File: config.mk
export PLATFORM = sky130hd
export DESIGN_NAME = modular_square_root_top
export DESIGN_NICKNAME = d
export VERILOG_FILES = /design/src/rtl/msr_pkg.sv /design/src/rtl/msr_mulmod.sv /design/src/rtl/msr_expo.sv /design/src/rtl/modular_square_root_top.sv
export SDC_FILE = /design/constraint.sdc
export NUM_CORES = 2
export LEC_CHECK = 0
export BUFFER_PORTS_ARGS = -buffer_cell sky130_fd_sc_hd__buf_2
export CORE_ASPECT_RATIO = 1.2
export CORE_MARGIN = 3
export CORE_UTILIZATION = 30
export DETAILED_ROUTE_END_ITERATION = 12
export HOLD_SLACK_MARGIN = 0.05
export PLACE_DENSITY = 0.43
export SYNTH_ARGS = -nofsm -noshare
export SYNTH_HDL_FRONTEND = slang
export SYNTH_SLANG_ARGS = --single-unit
File: constraint.sdc
create_clock -name aclk -period 10 [get_ports aclk]
set_clock_uncertainty 0.1 [all_clocks]
set_input_delay 0.5 -clock aclk [delete_from_list [all_inputs] [get_ports aclk]]
set_output_delay 0.5 -clock aclk [all_outputs]
set_load 0.005 [all_outputs]
File: src/rtl/msr_pkg.sv
// msr_pkg: shared widths, opcodes and state types for the modular square root block
// no dependencies
package msr_pkg;

    localparam int W     = 32;
    localparam int CNT_W = 5;
    localparam int SH_W  = 6;
    localparam int N_W   = 17;
    localparam logic [N_W-1:0] NRES_LAST = N_W'(65537);

    typedef enum logic {
        OP_POW,
        OP_MUL
    } ex_op_t;

    typedef enum logic [2:0] {
        EX_IDLE,
        EX_STEP,
        EX_SQR_GO,
        EX_SQR_WAIT,
        EX_MUL_GO,
        EX_MUL_WAIT,
        EX_NEXT,
        EX_DONE
    } ex_state_t;

    typedef enum logic [4:0] {
        T_IDLE,
        T_CHECK,
        T_REDUCE,
        T_FACTOR,
        T_EULER,
        T_ROOT1,
        T_NRES,
        T_XPOW,
        T_BPOW,
        T_GPOW,
        T_LOOP,
        T_TSQ,
        T_CSQ,
        T_XMUL,
        T_GMUL,
        T_BMUL,
        T_VERIFY,
        T_OUT
    } top_state_t;

endpackage

File: src/rtl/msr_mulmod.sv
// msr_mulmod: bit-serial modular multiplier, one multiplier bit per cycle
// depends on msr_pkg
module msr_mulmod
    import msr_pkg::*;
(
    input  logic         aclk,
    input  logic         aresetn,
    input  logic         start,
    input  logic [W-1:0] x,
    input  logic [W-1:0] y,
    input  logic [W-1:0] p,
    output logic         done,
    output logic [W-1:0] res
);

    logic [W-1:0]     acc_reg, acc_next;
    logic [W-1:0]     x_reg, y_reg, p_reg;
    logic [CNT_W-1:0] cnt_reg;
    logic             busy_reg, done_reg;
    logic [W:0]       dbl, dbl_red, sum, sum_red;

    // acc = 2*acc mod p, then + x mod p when the top bit of y is set
    always_comb begin
        dbl      = {acc_reg, 1'b0};
        dbl_red  = (dbl >= {1'b0, p_reg}) ? dbl - {1'b0, p_reg} : dbl;
        sum      = dbl_red + {1'b0, x_reg};
        sum_red  = (sum >= {1'b0, p_reg}) ? sum - {1'b0, p_reg} : sum;
        acc_next = y_reg[W-1] ? sum_red[W-1:0] : dbl_red[W-1:0];
    end

    always_ff @(posedge aclk) begin
        if (!aresetn) begin
            busy_reg <= 1'b0;
            done_reg <= 1'b0;
            cnt_reg  <= '0;
        end else begin
            done_reg <= busy_reg && (cnt_reg == CNT_W'(W - 1));
            if (start) begin
                busy_reg <= 1'b1;
                cnt_reg  <= '0;
            end else if (busy_reg) begin
                cnt_reg <= cnt_reg + 1'b1;
                if (cnt_reg == CNT_W'(W - 1)) begin
                    busy_reg <= 1'b0;
                end
            end
        end
    end

    always_ff @(posedge aclk) begin
        if (start) begin
            acc_reg <= '0;
            x_reg   <= x;
            y_reg   <= y;
            p_reg   <= p;
        end else if (busy_reg) begin
            acc_reg <= acc_next;
            y_reg   <= {y_reg[W-2:0], 1'b0};
        end
    end

    assign done = done_reg;
    assign res  = acc_reg;

endmodule

File: src/rtl/msr_expo.sv
// msr_expo: modular exponentiation (left-to-right square and multiply) or single product
// depends on msr_pkg and msr_mulmod
module msr_expo
    import msr_pkg::*;
(
    input  logic         aclk,
    input  logic         aresetn,
    input  logic         start,
    input  ex_op_t       op,
    input  logic [W-1:0] base,
    input  logic [W-1:0] expo,
    input  logic [W-1:0] p,
    output logic         done,
    output logic [W-1:0] res
);

    ex_state_t        state_reg, state_next;
    logic [W-1:0]     acc_reg, base_reg, e_reg, p_reg;
    logic [CNT_W-1:0] cnt_reg;
    ex_op_t           op_reg;
    logic             mm_start, mm_done;
    logic [W-1:0]     mm_y, mm_res;

    msr_mulmod u_mulmod (
        .aclk    (aclk),
        .aresetn (aresetn),
        .start   (mm_start),
        .x       (acc_reg),
        .y       (mm_y),
        .p       (p_reg),
        .done    (mm_done),
        .res     (mm_res)
    );

    always_comb begin
        state_next = state_reg;
        case (state_reg)
            EX_IDLE: begin
                if (start) begin
                    state_next = (op == OP_MUL) ? EX_MUL_GO : EX_STEP;
                end
            end
            EX_STEP: begin
                // squaring one is skipped
                if (acc_reg != W'(1)) begin
                    state_next = EX_SQR_GO;
                end else begin
                    state_next = e_reg[W-1] ? EX_MUL_GO : EX_NEXT;
                end
            end
            EX_SQR_GO:   state_next = EX_SQR_WAIT;
            EX_SQR_WAIT: begin
                if (mm_done) begin
                    state_next = e_reg[W-1] ? EX_MUL_GO : EX_NEXT;
                end
            end
            EX_MUL_GO:   state_next = EX_MUL_WAIT;
            EX_MUL_WAIT: begin
                if (mm_done) begin
                    state_next = (op_reg == OP_MUL) ? EX_DONE : EX_NEXT;
                end
            end
            EX_NEXT: state_next = (cnt_reg == '0) ? EX_DONE : EX_STEP;
            EX_DONE: state_next = EX_IDLE;
            default: state_next = EX_IDLE;
        endcase
    end

    always_comb begin
        mm_start = (state_reg == EX_SQR_GO) || (state_reg == EX_MUL_GO);
        if (state_reg == EX_SQR_GO) begin
            mm_y = acc_reg;
        end else begin
            mm_y = (op_reg == OP_MUL) ? e_reg : base_reg;
        end
        done = (state_reg == EX_DONE);
        res  = acc_reg;
    end

    always_ff @(posedge aclk) begin
        if (!aresetn) begin
            state_reg <= EX_IDLE;
        end else begin
            state_reg <= state_next;
        end
    end

    always_ff @(posedge aclk) begin
        if (state_reg == EX_IDLE && start) begin
            op_reg   <= op;
            base_reg <= base;
            e_reg    <= expo;
            p_reg    <= p;
            cnt_reg  <= CNT_W'(W - 1);
            acc_reg  <= (op == OP_MUL) ? base : W'(1);
        end else if ((state_reg == EX_SQR_WAIT || state_reg == EX_MUL_WAIT) && mm_done) begin
            acc_reg <= mm_res;
        end else if (state_reg == EX_NEXT) begin
            e_reg   <= {e_reg[W-2:0], 1'b0};
            cnt_reg <= cnt_reg - 1'b1;
        end
    end

endmodule

File: src/rtl/modular_square_root_top.sv
// modular square root by tonelli-shanks on one shared bit-serial modular multiplier
// throughput: one item at a time, s_ready is high only while idle
// reset: synchronous active-low aresetn returns the sequencer to idle, no output valid
module modular_square_root_top
    import msr_pkg::*;
(
    input  logic         aclk,
    input  logic         aresetn,
    input  logic         s_valid,
    output logic         s_ready,
    input  logic [W-1:0] s_residue,
    input  logic [W-1:0] s_prime_modulus,
    output logic         m_valid,
    input  logic         m_ready,
    output logic [W-1:0] m_root_first,
    output logic [W-1:0] m_root_second,
    output logic         m_no_root
);

    top_state_t      state_reg, state_next;
    logic [W-1:0]    a_reg, a_next, p_reg, p_next, s_reg, s_next;
    logic [W-1:0]    x_reg, x_next, b_reg, b_next, g_reg, g_next;
    logic [W-1:0]    t_reg, t_next, c_reg, c_next;
    logic [N_W-1:0]  n_reg, n_next;
    logic [SH_W-1:0] j_reg, j_next, r_reg, r_next, i_reg, i_next, k_reg, k_next;
    logic            issued_reg, issued_next;
    logic [W-1:0]    r1_reg, r1_next, r2_reg, r2_next;
    logic            nr_reg, nr_next;

    logic            ex_start, ex_done;
    ex_op_t          ex_op;
    logic [W-1:0]    ex_base, ex_exp, ex_res;
    logic [W-1:0]    pm1, half;
    logic            bad_mod, nres_ok, tsq_go, tsq_fail, csq_go;

    msr_expo u_expo (
        .aclk    (aclk),
        .aresetn (aresetn),
        .start   (ex_start),
        .op      (ex_op),
        .base    (ex_base),
        .expo    (ex_exp),
        .p       (p_reg),
        .done    (ex_done),
        .res     (ex_res)
    );

    assign pm1      = p_reg - 1'b1;
    assign half     = pm1 >> 1;
    assign bad_mod  = (p_reg < W'(3)) || !p_reg[0];
    assign nres_ok  = ({{(W-N_W){1'b0}}, n_reg} < p_reg) && (n_reg <= NRES_LAST);
    assign tsq_go   = (t_reg != W'(1)) && (i_reg < r_reg);
    assign tsq_fail = (t_reg != W'(1)) || (i_reg >= r_reg);
    assign csq_go   = (k_reg + 1'b1) < (r_reg - i_reg);

    // next state
    always_comb begin
        state_next = state_reg;
        case (state_reg)
            T_IDLE:   if (s_valid) state_next = T_CHECK;
            T_CHECK:  state_next = bad_mod ? T_OUT : T_REDUCE;
            T_REDUCE: begin
                if (ex_done) state_next = (ex_res == '0) ? T_OUT : T_FACTOR;
            end
            T_FACTOR: if (s_reg[0]) state_next = T_EULER;
            T_EULER: begin
                if (ex_done) begin
                    if (ex_res != W'(1)) begin
                        state_next = T_OUT;
                    end else begin
                        state_next = (j_reg == SH_W'(1)) ? T_ROOT1 : T_NRES;
                    end
                end
            end
            T_ROOT1:  if (ex_done) state_next = T_VERIFY;
            T_NRES: begin
                if (!issued_reg && !nres_ok) begin
                    state_next = T_OUT;
                end else if (ex_done && ex_res == pm1) begin
                    state_next = T_XPOW;
                end
            end
            T_XPOW:   if (ex_done) state_next = T_BPOW;
            T_BPOW:   if (ex_done) state_next = T_GPOW;
            T_GPOW:   if (ex_done) state_next = T_LOOP;
            T_LOOP:   state_next = (b_reg == W'(1)) ? T_VERIFY : T_TSQ;
            T_TSQ: begin
                if (!issued_reg && !tsq_go) state_next = tsq_fail ? T_OUT : T_CSQ;
            end
            T_CSQ:    if (!issued_reg && !csq_go) state_next = T_XMUL;
            T_XMUL:   if (ex_done) state_next = T_GMUL;
            T_GMUL:   if (ex_done) state_next = T_BMUL;
            T_BMUL:   if (ex_done) state_next = T_LOOP;
            T_VERIFY: if (ex_done) state_next = T_OUT;
            T_OUT:    if (m_ready) state_next = T_IDLE;
            default:  state_next = T_IDLE;
        endcase
    end

    // outputs, unit commands and datapath
    always_comb begin
        a_next = a_reg;  p_next = p_reg;  s_next = s_reg;
        x_next = x_reg;  b_next = b_reg;  g_next = g_reg;
        t_next = t_reg;  c_next = c_reg;  n_next = n_reg;
        j_next = j_reg;  r_next = r_reg;  i_next = i_reg;  k_next = k_reg;
        r1_next = r1_reg;  r2_next = r2_reg;  nr_next = nr_reg;
        ex_op   = OP_POW;
        ex_base = a_reg;
        ex_exp  = s_reg;
        ex_start = 1'b0;
        s_ready = (state_reg == T_IDLE);
        m_valid = (state_reg == T_OUT);

        case (state_reg)
            T_IDLE: begin
                a_next = s_residue;
                p_next = s_prime_modulus;
            end
            T_CHECK: begin
                r1_next = '0;  r2_next = '0;  nr_next = 1'b1;
            end
            T_REDUCE: begin
                // a mod p as the product 1 * a
                ex_op = OP_MUL;  ex_base = W'(1);  ex_exp = a_reg;
                ex_start = !issued_reg;
                if (ex_done) begin
                    a_next  = ex_res;
                    s_next  = pm1;
                    j_next  = '0;
                    nr_next = 1'b0;
                end
            end
            T_FACTOR: begin
                if (!s_reg[0]) begin
                    s_next = s_reg >> 1;
                    j_next = j_reg + 1'b1;
                end
                n_next = N_W'(2);
                nr_next = 1'b1;
            end
            T_EULER: begin
                ex_exp = half;
                ex_start = !issued_reg;
            end
            T_ROOT1: begin
                ex_exp = (p_reg >> 2) + 1'b1;
                ex_start = !issued_reg;
                if (ex_done) x_next = ex_res;
            end
            T_NRES: begin
                ex_base = {{(W-N_W){1'b0}}, n_reg};
                ex_exp  = half;
                ex_start = !issued_reg && nres_ok;
                if (ex_done && ex_res != pm1) n_next = n_reg + 1'b1;
            end
            T_XPOW: begin
                ex_exp = (s_reg >> 1) + 1'b1;
                ex_start = !issued_reg;
                if (ex_done) x_next = ex_res;
            end
            T_BPOW: begin
                ex_start = !issued_reg;
                if (ex_done) b_next = ex_res;
            end
            T_GPOW: begin
                ex_base = {{(W-N_W){1'b0}}, n_reg};
                ex_start = !issued_reg;
                if (ex_done) begin
                    g_next = ex_res;
                    r_next = j_reg;
                end
            end
            T_LOOP: begin
                t_next = b_reg;
                i_next = '0;
            end
            T_TSQ: begin
                ex_op = OP_MUL;  ex_base = t_reg;  ex_exp = t_reg;
                ex_start = !issued_reg && tsq_go;
                if (ex_done) begin
                    t_next = ex_res;
                    i_next = i_reg + 1'b1;
                end
                if (!issued_reg && !tsq_go) begin
                    c_next = g_reg;
                    k_next = '0;
                end
            end
            T_CSQ: begin
                ex_op = OP_MUL;  ex_base = c_reg;  ex_exp = c_reg;
                ex_start = !issued_reg && csq_go;
                if (ex_done) begin
                    c_next = ex_res;
                    k_next = k_reg + 1'b1;
                end
            end
            T_XMUL: begin
                ex_op = OP_MUL;  ex_base = x_reg;  ex_exp = c_reg;
                ex_start = !issued_reg;
                if (ex_done) x_next = ex_res;
            end
            T_GMUL: begin
                ex_op = OP_MUL;  ex_base = c_reg;  ex_exp = c_reg;
                ex_start = !issued_reg;
                if (ex_done) g_next = ex_res;
            end
            T_BMUL: begin
                ex_op = OP_MUL;  ex_base = b_reg;  ex_exp = g_reg;
                ex_start = !issued_reg;
                if (ex_done) begin
                    b_next = ex_res;
                    r_next = i_reg;
                end
            end
            T_VERIFY: begin
                // square the root back and compare with the reduced value
                ex_op = OP_MUL;  ex_base = x_reg;  ex_exp = x_reg;
                ex_start = !issued_reg;
                if (ex_done && ex_res == a_reg) begin
                    r1_next = x_reg;
                    r2_next = (x_reg == '0) ? '0 : p_reg - x_reg;
                    nr_next = 1'b0;
                end
            end
            default: begin
            end
        endcase

        issued_next = issued_reg;
        if (ex_start) issued_next = 1'b1;
        if (ex_done)  issued_next = 1'b0;
    end

    always_ff @(posedge aclk) begin
        if (!aresetn) begin
            state_reg  <= T_IDLE;
            issued_reg <= 1'b0;
        end else begin
            state_reg  <= state_next;
            issued_reg <= issued_next;
        end
    end

    always_ff @(posedge aclk) begin
        a_reg <= a_next;  p_reg <= p_next;  s_reg <= s_next;
        x_reg <= x_next;  b_reg <= b_next;  g_reg <= g_next;
        t_reg <= t_next;  c_reg <= c_next;  n_reg <= n_next;
        j_reg <= j_next;  r_reg <= r_next;  i_reg <= i_next;  k_reg <= k_next;
        r1_reg <= r1_next;  r2_reg <= r2_next;  nr_reg <= nr_next;
    end

    assign m_root_first  = r1_reg;
    assign m_root_second = r2_reg;
    assign m_no_root     = nr_reg;

`ifndef SYNTHESIS
    a_no_overlap: assert property (@(posedge aclk) disable iff (!aresetn)
        !(s_ready && m_valid))
        else $error("input and result sides open at once");

    a_fail_zero: assert property (@(posedge aclk) disable iff (!aresetn)
        m_valid && m_no_root |-> m_root_first == '0 && m_root_second == '0)
        else $error("failed item carries nonzero roots");

    a_roots_pair: assert property (@(posedge aclk) disable iff (!aresetn)
        m_valid && !m_no_root && m_root_first != '0
        |-> ({1'b0, m_root_first} + {1'b0, m_root_second}) == {1'b0, p_reg})
        else $error("roots do not sum to the modulus");

    a_accept_start: assert property (@(posedge aclk) disable iff (!aresetn)
        s_valid && s_ready |=> state_reg == T_CHECK && !issued_reg)
        else $error("accepted item did not start the sequence");
`endif

endmodule
==> flow_metrics.tcl <==
set metrics [dict create \
    ctsResizeCount 0 \
    multi_input_area_sq_um 19320 \
    synth.mux.area_fraction 0.04600 \
    syn_area_sq_um 39340 \
    synthXorXnorAreaFrac 0.06661 \
    gp_congestion 0.9393 \
    synthSimpleGateAreaFrac 0.1615 \
    wl_per_cell_um 28.04 \
    finalHoldViolations 0 \
    max_freq_mhz 112.6 \
    critPathMaxStageDelay_ps 630 \
    critical_path.top_delay_family "compound AO/OA/AOI/OAI gates" \
    cts_buffers 78 \
    synth-adder-area-share 0.05630 \
    drt_iter0_drc 2947 \
    required_ps 10480 \
    nFillCells 13090 \
    synth_enable_flop_cells 587 \
    synth_compound_area_frac 0.1554 \
    grt_max_degree 77 \
    finalCritPeriodShare 0.8882 \
    seqCellArea_sq_um 18690 \
    h-tree-depth 3 \
    grt_pass1_wl_um 230300 \
    die_x_um 336.6 \
    ant_nets 0 \
    drt_wl_total_um 162000 \
    slew_violations 0 \
    finalSetupViolations 0 \
    nets 4274 \
    coreArea_sq_um 129400 \
    synthCells 3915 \
    initial_utilization 0.3041 \
    synth_flop_cell "edfxtp_1" \
    tightest_slew_ps 1170 \
    pin_count 135 \
    die_y_um 402.7 \
    vias_per_cell 5.556 \
    yosys-top-cells-area "edfxtp_1 45%, ha_1 5.4%, nand2_1 4.9%" \
    critical_path_peak_fanout 34 \
    grt_usage 0.2344 \
    synth_top_family_by_area "simple AND/OR/NAND/NOR gates" \
    ys_types 99 \
    synthToLayoutAreaGrowth_pct 14.70 \
    clkTransAtPathRegs_ps 60 \
    cts_tree "done" \
    async_reset_ff_frac 0 \
    rows 144 \
    final_common_cell "edfxtp_1" \
    path_common_cell "a21oi_1" \
    fp.dieArea_sq_um 135500 \
    syn_avg_cell_area_sq_um 10.05 \
    fin_hold_ws_ps 112.8 \
    drc 0 \
    cts_buffer_depth 3 \
    status "finished, final reports clean" \
    insertion_delay_ps 690 \
    path_buf_inv 3 \
    drive_above_1_share 0.1056 \
    max-cap-violations 0 \
    ys_seq_elements 640 \
    worstPathArrival_ps 9360 \
    antenna_found_initial 11 \
    hpwl_um 122900 \
    numClockSinks 640 \
    critPathSlowestCell "o31ai_1" \
    yosysTopAreaCell "edfxtp_1" \
    rsz0062_at_grt "false" \
    ys_warn_count 0 \
    holdCritPathClass "input port to flip-flop" \
    synth.top_cell.area_share 0.4481 \
    post-route-min-period_ps 8882 \
    gr-total-overflow 0 \
    num_vias 32090 \
    critPathLaunchType "flip-flop" \
    drtPass1Iterations 6 \
    yosysSeqAreaShare 0.4751 \
    tns_ps 0 \
    grt_pass1_vias 31700 \
    critPathKind "flip-flop to flip-flop" \
    portBuffers 134 \
    max_slew_margin 0.2182 \
    cts-root-buf "clkbuf_16" \
    syn_nets 4157 \
    critPathCaptureType "flip-flop" \
    layout_common_cells "587 x edfxtp_1, 515 x nand2_1, 296 x nor2_1" \
]
## layout make-up
class / count / share of cell area
antenna: 5 / 0.0002773
clock buffer: 84 / 0.04423
clock inverter: 56 / 0.01248
inverter: 157 / 0.01306
multi-input combinational: 2882 / 0.4283
sequential: 640 / 0.4142
tap: 1679 / 0.04656
timing repair buffer: 273 / 0.04082
## stage by stage
stage | setup slack [ps] | cell area (sq um) | cells | util
6_report | 1118 | 45120 | 5776 | 0.3488
5_1_grt | 587.5 | 45110 | 5772 | 0.3487
4_1_cts | 1162 | 45100 | 5771 | 0.3487
3_5_place_dp | 1241 | 42030 | 5580 | 0.3249
3_3_place_gp | 1351 | 42030 | 5580 | 0.3249
2_1_floorplan | 2677 | 39340 | 3915 | -
## cells in the mapped netlist (9+ instances only)
| master | instances |
|---|---|
| a2111oi_0 | 9 |
| a211oi_1 | 33 |
| a21o_1 | 75 |
| a21oi_1 | 255 |
| a221o_1 | 34 |
| a221oi_1 | 30 |
| a22o_1 | 25 |
| a22oi_1 | 10 |
| a31oi_1 | 28 |
| and2_1 | 24 |
| and3_1 | 28 |
| and4_1 | 10 |
| buf_1 | 16 |
| buf_2 | 9 |
| clkbuf_1 | 200 |
| dfxtp_1 | 53 |
| edfxtp_1 | 587 |
| ha_1 | 169 |
| inv_1 | 155 |
| mux2_1 | 51 |
| mux2_2 | 19 |
| mux2i_1 | 102 |
| nand2_1 | 516 |
| nand2b_1 | 39 |
| nand3_1 | 91 |
| nand3b_1 | 37 |
| nand4_1 | 62 |
| nor2_1 | 301 |
| nor2b_1 | 22 |
| nor3_1 | 65 |
| nor3b_1 | 9 |
| nor4_1 | 61 |
| o2111ai_1 | 9 |
| o211ai_1 | 30 |
| o21a_1 | 20 |
| o21ai_0 | 188 |
| o21bai_1 | 18 |
| o221ai_1 | 34 |
| o22ai_1 | 20 |
| o31ai_1 | 14 |
| or3_1 | 24 |
| xnor2_1 | 150 |
| xnor3_1 | 10 |
| xor2_1 | 118 |
## worst register-to-register path: cells and delay by family (launching register included)
kind | cells | cell delay [ps]
compound gates | 15 | 4240
simple gates | 9 | 2310
fa+ha+maj | 4 | 1390
flops | 1 | 330
buf+inv | 3 | 440
## metal layers
layer  vias up  share of wire  global-route usage  wire length, um
met5         -        0.00027                   0               43
met4         8          0.047              0.1036             7641
met3       265          0.057             0.03051             9205
met2      1137           0.48              0.3961            77580
met1     15930           0.42              0.2989            67500
li1      14760              -                   -                -
## repair_timing
item                                   in CTS  in global routing
setup buffers                               0                  0
endpoints found under the hold margin      51                  0
hold buffers                               51                  0
## logic make-up after synthesis
family / after synthesis
adders and majority gates: 174
AOI/OAI and AO/OA: 921
and+or+nand+nor: 1335
muxes: 172
xor gates and xnor gates: 280
DFF: 640
buffers and inverters: 393
## path summary, 6_finish.rpt
check | start | end | slack (ps) | cells after the start
worst max-delay path | u_expo.u_mulmod.p_reg[3]$_DFFE_PN_ | u_expo.u_mulmod.res[30]$_SDFFE_PN0P_ | 1120 | 31
worst min-delay path | s_residue[19] | a_reg[19]$_DFFE_PP_ | 110 | 3
worst max register to register | u_expo.u_mulmod.p_reg[3]$_DFFE_PN_ | u_expo.u_mulmod.res[30]$_SDFFE_PN0P_ | 1120 | 31
worst min register to register | u_expo.p_reg[0]$_DFFE_PP_ | u_expo.u_mulmod.p_reg[0]$_DFFE_PN_ | 310 | 0
Power is not shown: default switching activity piles up to over one toggle a cycle in this logic, so the estimate is an artifact.
